$ cat config.mk
export PLATFORM = sky130hd
export DESIGN_NAME = tmcw_ctrl
export DESIGN_NICKNAME = d
export VERILOG_FILES = /design/src/rtl/tmcw_pkg.sv /design/src/rtl/tmcw_ctrl.sv
export SDC_FILE = /design/constraint.sdc
export NUM_CORES = 1
export LEC_CHECK = 0
export ABC_AREA = 1
export BUFFER_PORTS_ARGS = -buffer_cell sky130_fd_sc_hd__buf_2
export CORE_AREA = 2 2 39 41
export DETAILED_ROUTE_END_ITERATION = 16
export DIE_AREA = 0 0 41 43
export HOLD_SLACK_MARGIN = 0.05
export PLACE_DENSITY = 0.52
export SLEW_MARGIN = 20
export SYNTH_ARGS = -nofsm -noshare
export SYNTH_HDL_FRONTEND = slang
export SYNTH_SLANG_ARGS = --single-unit
export TNS_END_PERCENT = 50
$ cat constraint.sdc
create_clock -name clock -period 1.5 [get_ports clock]
set_clock_uncertainty 0.2 [all_clocks]
set_input_delay 0.075 -clock clock [delete_from_list [all_inputs] [get_ports clock]]
set_output_delay 0.075 -clock clock [all_outputs]
set_load 0.02 [all_outputs]
$ cat src/rtl/tmcw_pkg.sv
// ----------------------------------------------------------------------------
// Text console writer package
// Screen geometry, cell codes, beat types and controller/datapath links.
// ----------------------------------------------------------------------------
package tmcw_pkg;

   localparam int COLUMNS    = 80;
   localparam int ROWS       = 25;
   localparam int CELL_COUNT = COLUMNS * ROWS;
   localparam int ADDR_W     = $clog2(CELL_COUNT);

   localparam int ROW_W   = 5;
   localparam int COL_W   = 7;
   localparam int CELL_W  = 16;
   localparam int CHAR_W  = 8;
   localparam int COLOR_W = 8;

   localparam logic [CHAR_W-1:0]  NEWLINE_CODE = 8'h0A;
   localparam logic [CELL_W-1:0]  BLANK_CELL   = 16'h0220;
   localparam logic [CELL_W-1:0]  ZERO_CELL    = 16'h0000;
   localparam logic [COLOR_W-1:0] COLOR_RESET  = 8'h02;

   localparam logic CMD_PUT  = 1'b0;
   localparam logic CMD_READ = 1'b1;

   typedef struct packed {
      logic              command;
      logic [CHAR_W-1:0] char_byte;
      logic [ROW_W-1:0]  read_row;
      logic [COL_W-1:0]  read_column;
   } req_type;

   typedef struct packed {
      logic [CELL_W-1:0] cell_value;
      logic [ROW_W-1:0]  cursor_row;
      logic [COL_W-1:0]  cursor_column;
   } rsp_type;

   // controller to datapath
   typedef struct packed {
      logic load_req;
      logic clr_cnt;
      logic inc_cnt;
      logic wr_blank;
      logic wr_zero;
      logic wr_copy;
      logic wr_char;
      logic rd_cell;
      logic rd_copy;
      logic adv_cursor;
      logic newline;
      logic respond;
   } ctrl_cmd_type;

   // datapath to controller
   typedef struct packed {
      logic is_read;
      logic is_newline;
      logic on_bottom;
      logic cnt_last;
      logic copy_last;
   } ctrl_status_type;

   function automatic logic [ADDR_W-1:0] cell_address(input logic [ROW_W-1:0] row,
                                                      input logic [COL_W-1:0] col);
      logic [ADDR_W-1:0] base;
      base = ADDR_W'(row) * ADDR_W'(COLUMNS);
      return base + ADDR_W'(col);
   endfunction

endpackage

$ cat src/rtl/tmcw_ctrl.sv
// ----------------------------------------------------------------------------
// Text console writer controller
// Sequences the clearing pass, put/read handling and the scroll copy.
// ----------------------------------------------------------------------------
module tmcw_ctrl import tmcw_pkg::*; (
   input  logic            clock,
   input  logic            reset,
   input  logic            start,
   output logic            busy,
   input  ctrl_status_type status,
   output ctrl_cmd_type    cmd
);

   localparam logic [2:0] S_CLEAR    = 3'd0;
   localparam logic [2:0] S_IDLE     = 3'd1;
   localparam logic [2:0] S_DISPATCH = 3'd2;
   localparam logic [2:0] S_COPY_RD  = 3'd3;
   localparam logic [2:0] S_COPY_WR  = 3'd4;
   localparam logic [2:0] S_ZERO     = 3'd5;
   localparam logic [2:0] S_RESPOND  = 3'd6;

   logic [2:0] state_ff;
   logic [2:0] state_in;

   always_ff @(posedge clock) begin
      if (reset) begin
         state_ff <= S_CLEAR;
      end else begin
         state_ff <= state_in;
      end
   end

   assign busy = (state_ff != S_IDLE);

   always_comb begin
      state_in = state_ff;
      cmd      = '0;
      case (state_ff)
         S_CLEAR: begin
            cmd.wr_blank = 1'b1;
            if (status.cnt_last) begin
               cmd.clr_cnt = 1'b1;
               state_in    = S_IDLE;
            end else begin
               cmd.inc_cnt = 1'b1;
            end
         end
         S_IDLE: begin
            if (start) begin
               cmd.load_req = 1'b1;
               state_in     = S_DISPATCH;
            end
         end
         S_DISPATCH: begin
            if (status.is_read) begin
               cmd.rd_cell = 1'b1;
               state_in    = S_RESPOND;
            end else if (status.is_newline && status.on_bottom) begin
               cmd.clr_cnt = 1'b1;
               state_in    = S_COPY_RD;
            end else if (status.is_newline) begin
               cmd.newline = 1'b1;
               state_in    = S_RESPOND;
            end else begin
               cmd.wr_char    = 1'b1;
               cmd.adv_cursor = 1'b1;
               state_in       = S_RESPOND;
            end
         end
         // move each cell up one row: fetch from the row below, then store
         S_COPY_RD: begin
            cmd.rd_copy = 1'b1;
            state_in    = S_COPY_WR;
         end
         S_COPY_WR: begin
            cmd.wr_copy = 1'b1;
            cmd.inc_cnt = 1'b1;
            state_in    = status.copy_last ? S_ZERO : S_COPY_RD;
         end
         S_ZERO: begin
            cmd.wr_zero = 1'b1;
            if (status.cnt_last) begin
               cmd.clr_cnt = 1'b1;
               cmd.newline = 1'b1;
               state_in    = S_RESPOND;
            end else begin
               cmd.inc_cnt = 1'b1;
            end
         end
         S_RESPOND: begin
            cmd.respond = 1'b1;
            state_in    = S_IDLE;
         end
         default: begin
            state_in = S_IDLE;
         end
      endcase
   end

endmodule

==> impl_metrics.csv <==
group,metric,value,unit
placed_design,port_buffers,20,
layout,top_regs,"state_ff (3)",
job,cap_violations,0,
synthesis,synth_warnings,0,
timing,setup_viol,0,
critical_path,ff2ff_setup_slack,300,ps
grt,grt_max_degree,6,
grt,antenna_found_initial,0,
cts,clock_latency,230,ps
synthesis,synth_cell_types,18,
timing,final_hold_viol_count,0,
synthesis,async_flop_share,0,%
detailed_routing,num_vias,395,
layout,largest_reg_flops,3,
cts,ctsLongestPathBuffers,2,
layout,area_growth,77.0,%
cts,cts_sinks,3,
floorplan,dieWidth,41,um
synthesis,ys_ff_latch,3,
synthesis,synth_seq_area_share,20.4,%
detailed_routing,ant_nets,0,
synthesis,netlist_area,294,um2
placed_design,dpl-instance-area,412,um2
timing,worst_pin_slew,189,ps
floorplan,die-height,43,um
synthesis,synth_area_leader_cell,"dfxtp_1",
grt,overflow,0,
detailed_routing,dr.first_iter.drc_count,3,
status,outcome,"completed",
synthesis,synth_most_common_cell,"nand2_1",
critical_path,ff2ff_path_depth,5,
floorplan,row_count,14,
detailed_routing,routed_via_density,4.11,
cts,path_clk_slew,40,ps
synthesis,netlist_top_cells_count,"13 x nand2_1, 9 x nor2_1, 8 x inv_1",
synthesis,synth_compound_area_share,13.6,%
cts,cts_root_buf,"clkbuf_4",
pwr,irDropWorstVdd,0.306,mV
pwr,power.leakage,0.298,nW
critical_path,r2r_start,"state_ff[1]",
synthesis,synth_edf_count,0,
worst_hold_path,hp-class,"in2reg",
synthesis,syn_nets,61,
timing,timing.slew.headroom,87.4,%
floorplan,coreArea,1380,um2
floorplan,die_area,1760,um2
layout,fin_cells,96,
timing,slew_viol_final,0,
critical_path,r2r_end,"state_ff[2]",
critical_path,endpoint_kind,"primary output",
critical_path,worst-setup-path-type,"reg2out",
synthesis,synth_xor_area_share,0,%
synthesis,ys.flop_type,"dfxtp_1",
cts,htreeDepth,1,
grt,track_usage,9.74,%
pwr,p_per_area,1170,nW/um2
layout,fillers,154,
synthesis,avgSynthCellArea,5.55,um2
layout,drive_gt1_share,48.8,%
layout,largest-register,"state_ff",
synthesis,synth_area_leaders,"dfxtp_1 20%, nand2_1 17%, nor2_1 11%",
floorplan,start_util,21.2,%
synthesis,synth_cells,53,
worst_hold_path,hp-start,"status[2]",
synthesis,synth_top_family_by_area,"simple AND/OR/NAND/NOR gates",
cts,cts_tree,"built",
layout,antenna_cells,0,
grt,grt_first_pass_wirelength,1180,um
placed_design,dp.cells,88,
worst_hold_path,holdPathStages,5,
timing,fin_crit,1440,ps
worst_hold_path,holdPathEnd,"state_ff[2]",
detailed_routing,drc,0,
critical_path,path_max_fanout,5,
synthesis,yosys.area_share.simple,49.4,%
synthesis,synthDominantCellAreaShare,20.4,%
synthesis,synthMuxAreaShare,0,%
synthesis,synth_fa_ha_area_share,0,%
layout,nets,89,
critical_path,cp-start-kind,"flop",
grt,grt_pass1_vias,321,
timing,max_freq,0.695,GHz
detailed_routing,dr.pass1.iters,2,
cts,cts_made_buffers,3,
placed_design,dp_hpwl,648,um
critical_path,arrival,1160,ps
critical_path,cp.required,1220,ps
timing,rsz0062_at_grt,"true",
timing,fin_crit_sh,95.9,%
floorplan,pin_count,21,
layout,regArea,63.8,um2
detailed_routing,routedWlPerCell,8.25,um
layout,multiInputGateArea,214,um2
detailed_routing,wl,792,um
layout,postLayoutCellArea,520,um2
placed_design,place_congestion,0.694,
[critical path: stages (launching register included)]
cell	delay [ps]
dfxtp_2	350
inv_4	60
nor2_4	140
nand2_4	80
nor3_4	150
buf_6	140
[layout by cell type (no fill, tap or decap), drive strengths merged]
cell type and instances:
buf 20, nor2 10, a21o 1, a21oi 2, nor3 2, dfxtp 3
nand3 3, dlygate4sd3 4, nand3b 1, clkbuf 4, o21ai 1, nand2 16
o22ai 1, o21bai 1, inv 11
[how the worst max path moves through the flow]
| stage | from | end | depth (start not counted) |
|---|---|---|---|
| after detailed placement | state_ff[2] | cmd[2] | 4 |
| after global routing | state_ff[1] | cmd[5] | 5 |
| after floorplan | state_ff[1] | cmd[5] | 5 |
| final | state_ff[1] | cmd[2] | 5 |
| after CTS | state_ff[2] | cmd[2] | 4 |
| after global placement | state_ff[1] | cmd[2] | 5 |
[repair_timing]
item / in CTS / in global routing
setup buffers: 0 / 0
endpoints found under the setup margin: 0 / 7
gates resized for setup: 0 / 14
hold buffers: 4 / 0
endpoints found under the hold margin: 3 / 0
[kinds of logic after synthesis]
| logic type | after synthesis |
|---|---|
| compound gates | 6 |
| flops | 3 |
| buf+inv | 12 |
| simple gates | 32 |
[where the power goes]
group | leakage, nW | total (W) | switching, W | internal, W
registers | 0.0258 | 0.000124 | 0.0000245 | 0.0000999
logic | 0.258 | 0.000340 | 0.000220 | 0.000120
clock network | 0.0150 | 0.000144 | 0.0000437 | 0.0000998
total | 0.298 | 0.000608 | 0.000288 | 0.000320
[area by class of cell]
cell class | instances | share of cell area (%)
multi-input cells | 38 | 41.1
inverters | 11 | 8.41
well taps | 16 | 3.85
repair buffers | 24 | 29.3
clock buffers | 4 | 5.05
flip-flops and latches | 3 | 12.3
[per-layer routing]
| metal | track usage [%] | part of all wire [%] |
|---|---|---|
| met5 | 0 | 0 |
| met4 | 6.00 | 2.1 |
| met3 | 1.57 | 6.9 |
| met2 | 14.4 | 45 |
| met1 | 12.5 | 46 |
[per-stage QoR]
stage | setup WS (ps) | setup TNS, ps | total power, W | utilization (%) | hold WS [ps]
2_1_floorplan | 93.6 | 0 | 0.000339 | - | -62.6
3_3_place_gp | 251 | 0 | 0.000427 | 29.7 | 75.2
3_5_place_dp | 249 | 0 | 0.000425 | 29.7 | 75.0
4_1_cts | 0.0903 | 0 | 0.000581 | 34.5 | 128
5_1_grt | -13.2 | -21.8 | 0.000664 | 37.6 | 172
6_report | 61.8 | 0 | 0.000608 | 37.6 | 126
No activity file was read; power rests on OpenSTA's default activity.
